<file path="src/hw/rtl/hcmm_pkg.sv">
// shared types, codes and constants of the height and curvature mask marker
`timescale 1ns / 1ps

package hcmm_pkg;

   localparam int MAX_SIDE_DEF    = 64;
   localparam int SAMPLE_BITS_DEF = 16;
   localparam int PCT_BITS        = 14;

   localparam logic [PCT_BITS-1:0] FULL_SCALE = 14'd10000;

   // request kinds
   localparam logic REQ_LOAD = 1'b0;
   localparam logic REQ_EMIT = 1'b1;

   // register indexes
   localparam logic [2:0] REG_MARK_SELECT       = 3'd0;
   localparam logic [2:0] REG_INVERT_HEIGHT     = 3'd1;
   localparam logic [2:0] REG_HEIGHT_PERCENT    = 3'd2;
   localparam logic [2:0] REG_CURVATURE_PERCENT = 3'd3;
   localparam logic [2:0] REG_MERGE_MODE        = 3'd4;
   localparam logic [2:0] REG_COMBINE_MODE      = 3'd5;
   localparam logic [2:0] REG_COLUMNS           = 3'd6;
   localparam logic [2:0] REG_ROWS              = 3'd7;

   // mark_select codes
   localparam logic [1:0] MARK_NONE      = 2'd0;
   localparam logic [1:0] MARK_HEIGHT    = 2'd1;
   localparam logic [1:0] MARK_CURVATURE = 2'd2;
   localparam logic [1:0] MARK_BOTH      = 2'd3;

   // merge_mode codes
   localparam logic [1:0] MERGE_UNION     = 2'd0;
   localparam logic [1:0] MERGE_INTERSECT = 2'd1;

   // combine_mode codes
   localparam logic [1:0] COMBINE_UNION     = 2'd1;
   localparam logic [1:0] COMBINE_INTERSECT = 2'd2;

   typedef struct packed {
      logic [1:0]          mark_select;
      logic                invert_height;
      logic [PCT_BITS-1:0] height_percent;
      logic [PCT_BITS-1:0] curvature_percent;
      logic [1:0]          merge_mode;
      logic [1:0]          combine_mode;
      logic [6:0]          columns;
      logic [6:0]          rows;
   } cfg_type;

   typedef enum logic [2:0] {
      ST_IDLE,
      ST_COMP,
      ST_DRAIN_A,
      ST_DRAIN_B,
      ST_EMIT_READ,
      ST_EMIT_MULT,
      ST_EMIT_OUT,
      ST_EMIT_NR
   } state_type;

   typedef struct packed {
      logic load;
      logic comp_run;
      logic set_ready;
      logic emit_read;
      logic emit_mult;
      logic out_load;
      logic out_nr;
   } cmd_type;

   typedef struct packed {
      logic frame_ready;
      logic load_last;
      logic comp_last;
      logic out_free;
   } stat_type;

endpackage

</file>
<file path="src/hw/rtl/hcmm_csr.sv">
// configuration register file
`timescale 1ns / 1ps

module hcmm_csr (
   input  logic                  clock,
   input  logic                  reset,
   input  logic                  csr_wen,
   input  logic [2:0]            csr_addr,
   input  logic [hcmm_pkg::PCT_BITS-1:0] csr_wdata,
   output hcmm_pkg::cfg_type     cfg
);

   hcmm_pkg::cfg_type cfg_ff, cfg_in;

   always_comb begin
      cfg_in = cfg_ff;
      if (csr_wen) begin
         case (csr_addr)
            hcmm_pkg::REG_MARK_SELECT:       cfg_in.mark_select       = csr_wdata[1:0];
            hcmm_pkg::REG_INVERT_HEIGHT:     cfg_in.invert_height     = csr_wdata[0];
            hcmm_pkg::REG_HEIGHT_PERCENT:    cfg_in.height_percent    = csr_wdata;
            hcmm_pkg::REG_CURVATURE_PERCENT: cfg_in.curvature_percent = csr_wdata;
            hcmm_pkg::REG_MERGE_MODE:        cfg_in.merge_mode        = csr_wdata[1:0];
            hcmm_pkg::REG_COMBINE_MODE:      cfg_in.combine_mode      = csr_wdata[1:0];
            hcmm_pkg::REG_COLUMNS:           cfg_in.columns           = csr_wdata[6:0];
            hcmm_pkg::REG_ROWS:              cfg_in.rows              = csr_wdata[6:0];
            default:                         cfg_in = cfg_ff;
         endcase
      end
   end

   always_ff @(posedge clock) begin
      if (reset) begin
         cfg_ff.mark_select       <= hcmm_pkg::MARK_HEIGHT;
         cfg_ff.invert_height     <= 1'b0;
         cfg_ff.height_percent    <= 14'd5000;
         cfg_ff.curvature_percent <= 14'd5000;
         cfg_ff.merge_mode        <= hcmm_pkg::MERGE_UNION;
         cfg_ff.combine_mode      <= 2'd0;
         cfg_ff.columns           <= 7'd64;
         cfg_ff.rows              <= 7'd64;
      end else begin
         cfg_ff <= cfg_in;
      end
   end

   assign cfg = cfg_ff;

endmodule

</file>
<file path="config.mk">
export PLATFORM = sky130hd
export DESIGN_NAME = hcmm_csr
export DESIGN_NICKNAME = d
export VERILOG_FILES = /design/src/hw/rtl/hcmm_pkg.sv /design/src/hw/rtl/hcmm_csr.sv
export SDC_FILE = /design/constraint.sdc
export NUM_CORES = 1
export LEC_CHECK = 0
export BUFFER_PORTS_ARGS = -buffer_cell sky130_fd_sc_hd__buf_2
export CAP_MARGIN = 5
export CORE_ASPECT_RATIO = 1.5
export CORE_UTILIZATION = 45
export CTS_BUF_LIST = sky130_fd_sc_hd__clkbuf_4 sky130_fd_sc_hd__clkbuf_8 sky130_fd_sc_hd__clkbuf_16
export DETAILED_ROUTE_END_ITERATION = 7
export PLACE_DENSITY = 0.73
export SLEW_MARGIN = 20
export SYNTH_ARGS = -nofsm -noshare
export SYNTH_HDL_FRONTEND = slang
export SYNTH_SLANG_ARGS = --single-unit
</file>
<file path="constraint.sdc">
create_clock -name clock -period 1.5 [get_ports clock]
set_input_delay 0.15 -clock clock [delete_from_list [all_inputs] [get_ports clock]]
set_output_delay 0.15 -clock clock [all_outputs]
set_load 0.01 [all_outputs]
</file>
==> impl_results.md <==
* DR WL/cell at 13.4 um
* Placed cell count at 293
* Worst hold-check path type: input port to register
* Setup crit end kind: output port
* DR DRC count at 0
* Root buffer cell: clkbuf_8
* Crit Path Category: register to output port
* Reg2Reg Launch Point: cfg[38]
* Final ANT Viol Nets at 0
* Core Region at 0.00425 mm^2
* RSZ-0062 raised after global routing: no
* Syn Area/Cell at 10.7 um^2
* Register bit total from synthesis at 49
* Die width at 56.6 um
* Postcts setup bufs at 0
* DP HPWL at 2.88 mm
* Compound-Gate Fraction of Synth Area at 0%
* Layout Cells excl Fill at 301
* Vias/cell at 4.97
* Number of synthesized flops with an enable pin at 0
* Synth warn at 0
* Synthesis-to-layout area growth at 24.0%
* PortBufs at 68
* Mapped Area at 0.00201 mm^2
* Clock Skew at 0 ps
* PostCTS Resize Cnt at 0
* Vias in the first global route at 1475
* CTS Hold Bufs at 0
* Clock latency on the worst-skew pair at 300 ps
* CP startpoint kind: register
* Final core utilization at 58.7%
* Delay-heaviest family, CP: flip-flops
* Share of flip-flops with an asynchronous set or reset at 0%
* Initial Utilization at 47.4%
* CP peak stage delay at 370 ps
* Final Cycle Share at 64.2%
* Hold path start: csr_wdata[9]
* Yosys top cell by area: dfxtp_1
* CP required at 1350 ps
* Post-synthesis net count at 208
* Min Tclk post-route at 964 ps
* Fraction of layout cells with a size suffix above 1 at 32.5%
* CTS Buffer Depth at 2
* Diode count at 0
* Crit-path slowest cell: dfxtp_1
* Synth unique cells at 14
* Max IR drop VDD at 807 uV
* XOR/XNOR share of the synthesized area at 0%
* Worst slew pin tran at 382 ps
* PwrDens at 959 mW/mm^2
* Max reg flops at 49
* Vias at 1496
* CTS buffer count at 5
* Die extent in y at 83.9 um
* Nets@finish at 274
* Ranking of synthesized cells by area: dfxtp_1 (49%), mux2i_1 (24%), nand2b_1 (14%)
* Max-cap violations at 0
* Gr ovfl total at 0
* H-tree depth at 2
* Crit path cell chain: buf_2
* I/O pin count at 69
* Adder-Cell Fraction of Synth Area at 0%
* TritonRoute pass-1 iters at 4
* Hold Vio Cnt, Final at 0
* Clk slew on worst S/H paths at 90 ps
* Worst setup path start: cfg[32]
* Crit-path max FO at 2
* Placed cell areas at 0.00239 mm^2
* Part of the Yosys area used for sequential elements at 48.8%
* Worst Path Buf+Inv at 1
* Post-Syn Instances at 188
* Largest family of logic cells by synthesized area: multiplexers
* Setup TNS at 0 ps
* Synthesized-area fraction occupied by and/or/nand/nor cells at 23.9%
* Total track usage at 18.2%
* Synth Flop Type: dfxtp_1
* Post-synthesis mux area share at 24.4%
* Iter 0 DRT Violations at 25
* Largest net degree at the start of global routing at 31
* Initial antenna violation count at 0
* Final setup fails at 0
* Total die area at 0.00475 mm^2
* Most frequent cells after synthesis: dfxtp_1 (49), mux2i_1 (49), nand2b_1 (46)
* Peak Freq at 1.04 GHz
* Site row count at 29
* Total Wirelength at 4.02 mm
* Status: complete, no violations
* Final Hold Slack at 108 ps
* Leak pwr at 1.25 nW
* TritonCTS clock tree: done
* Total clock sinks at 49
* Post-route cell area at 0.00249 mm^2
* Routability congestion estimate at 0.738
* Slew margin rel. at 74.4%
* Crit path arrival time at 810 ps
* Post-synth top area share at 48.8%
* First-pass GRT wire length at 6.76 mm
* Final max-slew violation count at 0
-- logic make-up (layout without fill, tap and decap cells) --
family | count (synthesis) | count (layout)
DFF | 49 | 49
and+or+nand+nor | 77 | 77
buffers and inverters | 13 | 80
muxes | 49 | 49
-- placed cells by master, fill, tap and decap left out, types with 2 or more instances in the layout --
| cell | count |
|---|---|
| nor2_1 | 20 |
| mux2i_1 | 49 |
| clkbuf_8 | 7 |
| nand4bb_1 | 2 |
| nand4b_1 | 3 |
| dfxtp_1 | 49 |
| buf_2 | 68 |
| nand2b_1 | 46 |
| buf_4 | 3 |
| and4b_1 | 2 |
-- tightest hold or removal path: stages --
cell and delay [ps]:
buf_2 70, nor2_1 40, mux2i_1 100
-- final timing paths --
| path | end | slack [ps] | cells after the start |
|---|---|---|---|
| max reg2reg | cfg[38] | 870 | 2 |
| min | cfg[41] | 110 | 3 |
| min reg2reg | cfg[43] | 470 | 2 |
| max | cfg[32] | 540 | 1 |
-- metrics by stage --
step                worst slack [ps]  power (mW)
floorplan                        415        1.51
global placement                 379        1.59
detailed placement               361        1.59
CTS                              533        2.42
global route                     517        2.50
finish                           536        2.39
-- layout make-up --
cell class / count / area [um^2]
multi-input combinational: 126 / 971
tap: 46 / 57.6
timing repair buffer: 72 / 383
fill: 370 / 1750
clock buffer: 7 / 96.3
sequential: 49 / 981
clock inverter: 1 / 5.00
-- power by group --
group	internal (mW)	switching, mW
Clock	0.417	0.417
Combinational	0.104	0.112
Sequential	1.33	0.0144
Total	1.85	0.543
-- layer usage --
layer | GRT usage (%) | vias to the layer above | routed length [um]
met4 | 7.32 | 0 | 63
met1 | 20.8 | 690 | 1770
met3 | 5.27 | 6 | 233
li1 | - | 759 | -
met2 | 31.1 | 41 | 1960
met5 | 0 | - | 0
Note: power is estimated with default switching activity, not from simulation.
