**src/hw/rtl/hcmm_pkg.sv**
```systemverilog
// shared types, codes and constants of the height and curvature mask marker
`timescale 1ns / 1ps

package hcmm_pkg;

   localparam int MAX_SIDE_DEF    = 64;
   localparam int SAMPLE_BITS_DEF = 16;
   localparam int PCT_BITS        = 14;

   localparam logic [PCT_BITS-1:0] FULL_SCALE = 14'd10000;

   // request kinds
   localparam logic REQ_LOAD = 1'b0;
   localparam logic REQ_EMIT = 1'b1;

   // register indexes
   localparam logic [2:0] REG_MARK_SELECT       = 3'd0;
   localparam logic [2:0] REG_INVERT_HEIGHT     = 3'd1;
   localparam logic [2:0] REG_HEIGHT_PERCENT    = 3'd2;
   localparam logic [2:0] REG_CURVATURE_PERCENT = 3'd3;
   localparam logic [2:0] REG_MERGE_MODE        = 3'd4;
   localparam logic [2:0] REG_COMBINE_MODE      = 3'd5;
   localparam logic [2:0] REG_COLUMNS           = 3'd6;
   localparam logic [2:0] REG_ROWS              = 3'd7;

   // mark_select codes
   localparam logic [1:0] MARK_NONE      = 2'd0;
   localparam logic [1:0] MARK_HEIGHT    = 2'd1;
   localparam logic [1:0] MARK_CURVATURE = 2'd2;
   localparam logic [1:0] MARK_BOTH      = 2'd3;

   // merge_mode codes
   localparam logic [1:0] MERGE_UNION     = 2'd0;
   localparam logic [1:0] MERGE_INTERSECT = 2'd1;

   // combine_mode codes
   localparam logic [1:0] COMBINE_UNION     = 2'd1;
   localparam logic [1:0] COMBINE_INTERSECT = 2'd2;

   typedef struct packed {
      logic [1:0]          mark_select;
      logic                invert_height;
      logic [PCT_BITS-1:0] height_percent;
      logic [PCT_BITS-1:0] curvature_percent;
      logic [1:0]          merge_mode;
      logic [1:0]          combine_mode;
      logic [6:0]          columns;
      logic [6:0]          rows;
   } cfg_type;

   typedef enum logic [2:0] {
      ST_IDLE,
      ST_COMP,
      ST_DRAIN_A,
      ST_DRAIN_B,
      ST_EMIT_READ,
      ST_EMIT_MULT,
      ST_EMIT_OUT,
      ST_EMIT_NR
   } state_type;

   typedef struct packed {
      logic load;
      logic comp_run;
      logic set_ready;
      logic emit_read;
      logic emit_mult;
      logic out_load;
      logic out_nr;
   } cmd_type;

   typedef struct packed {
      logic frame_ready;
      logic load_last;
      logic comp_last;
      logic out_free;
   } stat_type;

endpackage

```
**src/hw/rtl/hcmm_ctrl.sv**
```systemverilog
// controller state machine sequencing load, compute pass and emit
`timescale 1ns / 1ps

module hcmm_ctrl (
   input  logic               clock,
   input  logic               reset,
   input  logic               req_tvalid,
   input  logic               req_type,
   input  hcmm_pkg::stat_type stat,
   output logic               req_tready,
   output hcmm_pkg::cmd_type  cmd
);

   hcmm_pkg::state_type state_ff, state_in;

   always_comb begin
      state_in = state_ff;
      case (state_ff)
         hcmm_pkg::ST_IDLE: begin
            if (req_tvalid) begin
               if (req_type == hcmm_pkg::REQ_LOAD) begin
                  if (!stat.frame_ready && stat.load_last) state_in = hcmm_pkg::ST_COMP;
               end else if (stat.frame_ready) begin
                  state_in = hcmm_pkg::ST_EMIT_READ;
               end else begin
                  state_in = hcmm_pkg::ST_EMIT_NR;
               end
            end
         end
         hcmm_pkg::ST_COMP:      if (stat.comp_last) state_in = hcmm_pkg::ST_DRAIN_A;
         hcmm_pkg::ST_DRAIN_A:   state_in = hcmm_pkg::ST_DRAIN_B;
         hcmm_pkg::ST_DRAIN_B:   state_in = hcmm_pkg::ST_IDLE;
         hcmm_pkg::ST_EMIT_READ: state_in = hcmm_pkg::ST_EMIT_MULT;
         hcmm_pkg::ST_EMIT_MULT: state_in = hcmm_pkg::ST_EMIT_OUT;
         hcmm_pkg::ST_EMIT_OUT:  if (stat.out_free) state_in = hcmm_pkg::ST_IDLE;
         hcmm_pkg::ST_EMIT_NR:   if (stat.out_free) state_in = hcmm_pkg::ST_IDLE;
         default:                state_in = hcmm_pkg::ST_IDLE;
      endcase
   end

   always_comb begin
      req_tready    = (state_ff == hcmm_pkg::ST_IDLE);
      cmd.load      = req_tready && req_tvalid && (req_type == hcmm_pkg::REQ_LOAD) &&
                      !stat.frame_ready;
      cmd.comp_run  = (state_ff == hcmm_pkg::ST_COMP);
      cmd.set_ready = (state_ff == hcmm_pkg::ST_DRAIN_B);
      cmd.emit_read = (state_ff == hcmm_pkg::ST_EMIT_READ);
      cmd.emit_mult = (state_ff == hcmm_pkg::ST_EMIT_MULT);
      cmd.out_nr    = (state_ff == hcmm_pkg::ST_EMIT_NR);
      cmd.out_load  = ((state_ff == hcmm_pkg::ST_EMIT_OUT) || cmd.out_nr) && stat.out_free;
   end

   always_ff @(posedge clock) begin
      if (reset) begin
         state_ff <= hcmm_pkg::ST_IDLE;
      end else begin
         state_ff <= state_in;
      end
   end

endmodule

```
**config.mk**
```make
export PLATFORM = sky130hd
export DESIGN_NAME = hcmm_ctrl
export DESIGN_NICKNAME = d
export VERILOG_FILES = /design/src/hw/rtl/hcmm_pkg.sv /design/src/hw/rtl/hcmm_ctrl.sv
export SDC_FILE = /design/constraint.sdc
export NUM_CORES = 1
export LEC_CHECK = 0
export BUFFER_PORTS_ARGS = -buffer_cell sky130_fd_sc_hd__clkbuf_2
export CAP_MARGIN = 20
export CORE_AREA = 2 2 39 41
export CTS_CLUSTER_DIAMETER = 30
export CTS_CLUSTER_SIZE = 14
export DETAILED_ROUTE_END_ITERATION = 10
export DIE_AREA = 0 0 41 43
export SYNTH_ARGS = -nofsm -noshare
export SYNTH_HDL_FRONTEND = slang
export SYNTH_SLANG_ARGS = --single-unit
```
**constraint.sdc**
```tcl
create_clock -name clock -period 1.54 [get_ports clock]
set_input_delay 0.308 -clock clock [delete_from_list [all_inputs] [get_ports clock]]
set_output_delay 0.308 -clock clock [all_outputs]
set_load 0.01 [all_outputs]
```
==> flow_summary.json <==
{
  "min_period_ns": 1.67,
  "r2r-start": "state_ff[2]$_SDFFE_PP0P_",
  "top_register": "state_ff",
  "place.gp.congestion": 0.739,
  "setup_viol": 1,
  "violations": "setup timing",
  "overflow": 0,
  "clock-sinks": 3,
  "yosysWarnings": 0,
  "critPathLaunchType": "register",
  "min_period_over_period_pct": 109,
  "ys_ff_latch": 3,
  "grt_util_met2_pct": 16.9,
  "hold_depth": 2,
  "wl_um": 854,
  "ir_worst_vdd_mv": 0.384,
  "mostFrequentLayoutCells": "clkbuf_2 (14), nor2_1 (5), nand2_1 (4)",
  "grt_max_degree": 16,
  "drt_iter0_drc": 6,
  "multi_input_area_um2": 221,
  "yosysSeqAreaShare_pct": 20.4,
  "timing.hold.worst_endpoint": "state_ff[2]$_SDFFE_PP0P_",
  "syn_inst": 39,
  "slowest_stage": "or4_4",
  "nNetsFinal": 67,
  "crit_family": "simple AND/OR/NAND/NOR gates",
  "dieArea_um2": 1760,
  "rsz0062_at_grt": "true",
  "grt_pass1_vias": 332,
  "via_count": 367,
  "hold_buffers": 0,
  "reg.largest.list": "state_ff (3)",
  "cts_made_buffers": 3,
  "setup_ws_ns": -0.133,
  "routedWlPerCell_um": 11.5,
  "start_util_pct": 21.2,
  "io_buffers": 15,
  "hold_viol": 0,
  "r2r-end": "state_ff[0]$_SDFFE_PP0P_",
  "num_io_pins": 16,
  "slew_violations": 0,
  "ys.flop_type": "dfxtp_1",
  "maxSlewHeadroom_pct": 76.1,
  "cp.arrival_ns": 1.36,
  "utilization_pct": 31.1,
  "post-route-drc-count": 0,
  "syn_avg_cell_area_um2": 7.54,
  "core_area_um2": 1380,
  "drive_above_1_share_pct": 44.8,
  "die_y_um": 43,
  "endpoint_kind": "output pin",
  "areaGrowthSynthToFinish_pct": 46.4,
  "path_class": "register to output pin",
  "post_cts_buffers": 0,
  "async_reset_ff_share_pct": 0,
  "status": "finished with violations",
  "hpwlAfterDp_um": 613,
  "cp_cell_sequence": "or4_4 > nor3b_2 > buf_2",
  "p_leak_uw": 0.000205,
  "cts_tree": "done",
  "syn_nets": 47,
  "synth.cell_area_um2": 294,
  "viasPerCell": 4.96,
  "row_count": 14,
  "n_fill_cell": 150,
  "worstHoldStart": "stat[0]",
  "busiest_layer": "met1",
  "grt_first_pass_wirelength_um": 1470,
  "seqCellArea_um2": 61.3,
  "antenna_found_initial": 0,
  "cap_viol_max_count": 0,
  "crit_fanout": 2,
  "path_clk_slew_ns": 0.04,
  "grtUsageMet3_pct": 1.57,
  "rr_worst_depth": 4,
  "crit_required_ns": 1.23,
  "met1_usage_pct": 16.9,
  "slowest_delay_ns": 0.51,
  "pre_cts_ws_ns": 0.0398,
  "drt-pass1-iter-count": 4,
  "critPathBufInv": 1,
  "fp.dieW_um": 41,
  "synth_edf_count": 0,
  "final_common_cell": "clkbuf_2",
  "clock_latency_ns": 0.24,
  "netlist-cell-type-count": 23,
  "hold_class": "input pin to register",
  "antenna_cells": 0,
  "worst_pin_slew_ns": 0.349,
  "p_per_area_nw_per_um2": 1140,
  "gr-usage-all-layers_pct": 12.8,
  "largest_reg_flops": 3,
  "regToRegSetupSlack_ns": 0.11,
  "cts.htree.levels": 1,
  "skew_ns": 0.00550,
  "clock-root-buffer": "clkbuf_4",
  "cts_buffer_depth": 2,
  "postRouteAntennaNets": 0,
  "max_freq_mhz": 598
}
[cell usage after synthesis, types with 2 or more instances]
library cell / count / area share (%)
nand2_1: 4 / 5.1
buf_2: 2 / 3.4
nor3b_1: 4 / 10
and3_1: 2 / 4.3
nor2_1: 5 / 6.4
mux2i_1: 2 / 6.8
dfxtp_1: 3 / 20
a211oi_1: 2 / 5.1
[logic make-up after synthesis]
kind of cell / after synthesis / share of synthesized area [%]
flops: 3 / 20.4
buf+inv: 4 / 5.96
compound gates: 7 / 17.9
simple gates: 23 / 48.9
mux: 2 / 6.81
[per-stage QoR]
step,setup TNS (ns),total power [uW],instance area (um2),cells,hold WS (ns)
global placement,0,341,398,70,0.559
floorplan,0,265,294,39,0.386
finish,-0.133,490,430,74,0.314
global route,-0.199,531,430,74,0.334
detailed placement,0,342,398,70,0.560
CTS,-0.140,489,429,74,0.311
[timing repair]
action                                  in CTS  in global routing
gates cloned                                 0                  0
resized for setup                            1                  2
endpoints found under the setup margin       1                  1
pin swaps                                    2                  0
[area by class of cell]
cell class	instances	share of cell area, %
inverter	1	0.872
clock buffer	4	6.10
multi-input combinational	32	51.5
tap	16	4.65
timing repair buffer	18	22.7
sequential	3	14.2
[how the worst max path moves through the flow]
stage | from | to | depth (start not counted)
finish | state_ff[0]$_SDFFE_PP0P_ | cmd[6] | 3
global route | state_ff[0]$_SDFFE_PP0P_ | cmd[6] | 3
CTS | state_ff[0]$_SDFFE_PP0P_ | cmd[6] | 3
detailed placement | req_type | cmd[6] | 4
global placement | req_type | cmd[6] | 4
floorplan | state_ff[2]$_SDFFE_PP0P_ | cmd[6] | 2
[metal layers]
layer  routed length, um  share of wire, %  vias up
met3                  54               6.3        0
met1                 370                43      167
met5                   0                 0        -
met4                   0                 0        0
li1                    -                 -      183
met2                 429                50       17
[report_power, final]
part           switching [uW]  leakage (uW)  internal [uW]
clock                    46.5     0.0000150           97.5
combinational             127      0.000165            114
sequential               9.14     0.0000250           96.6
Note: power is estimated with default switching activity, not from simulation.
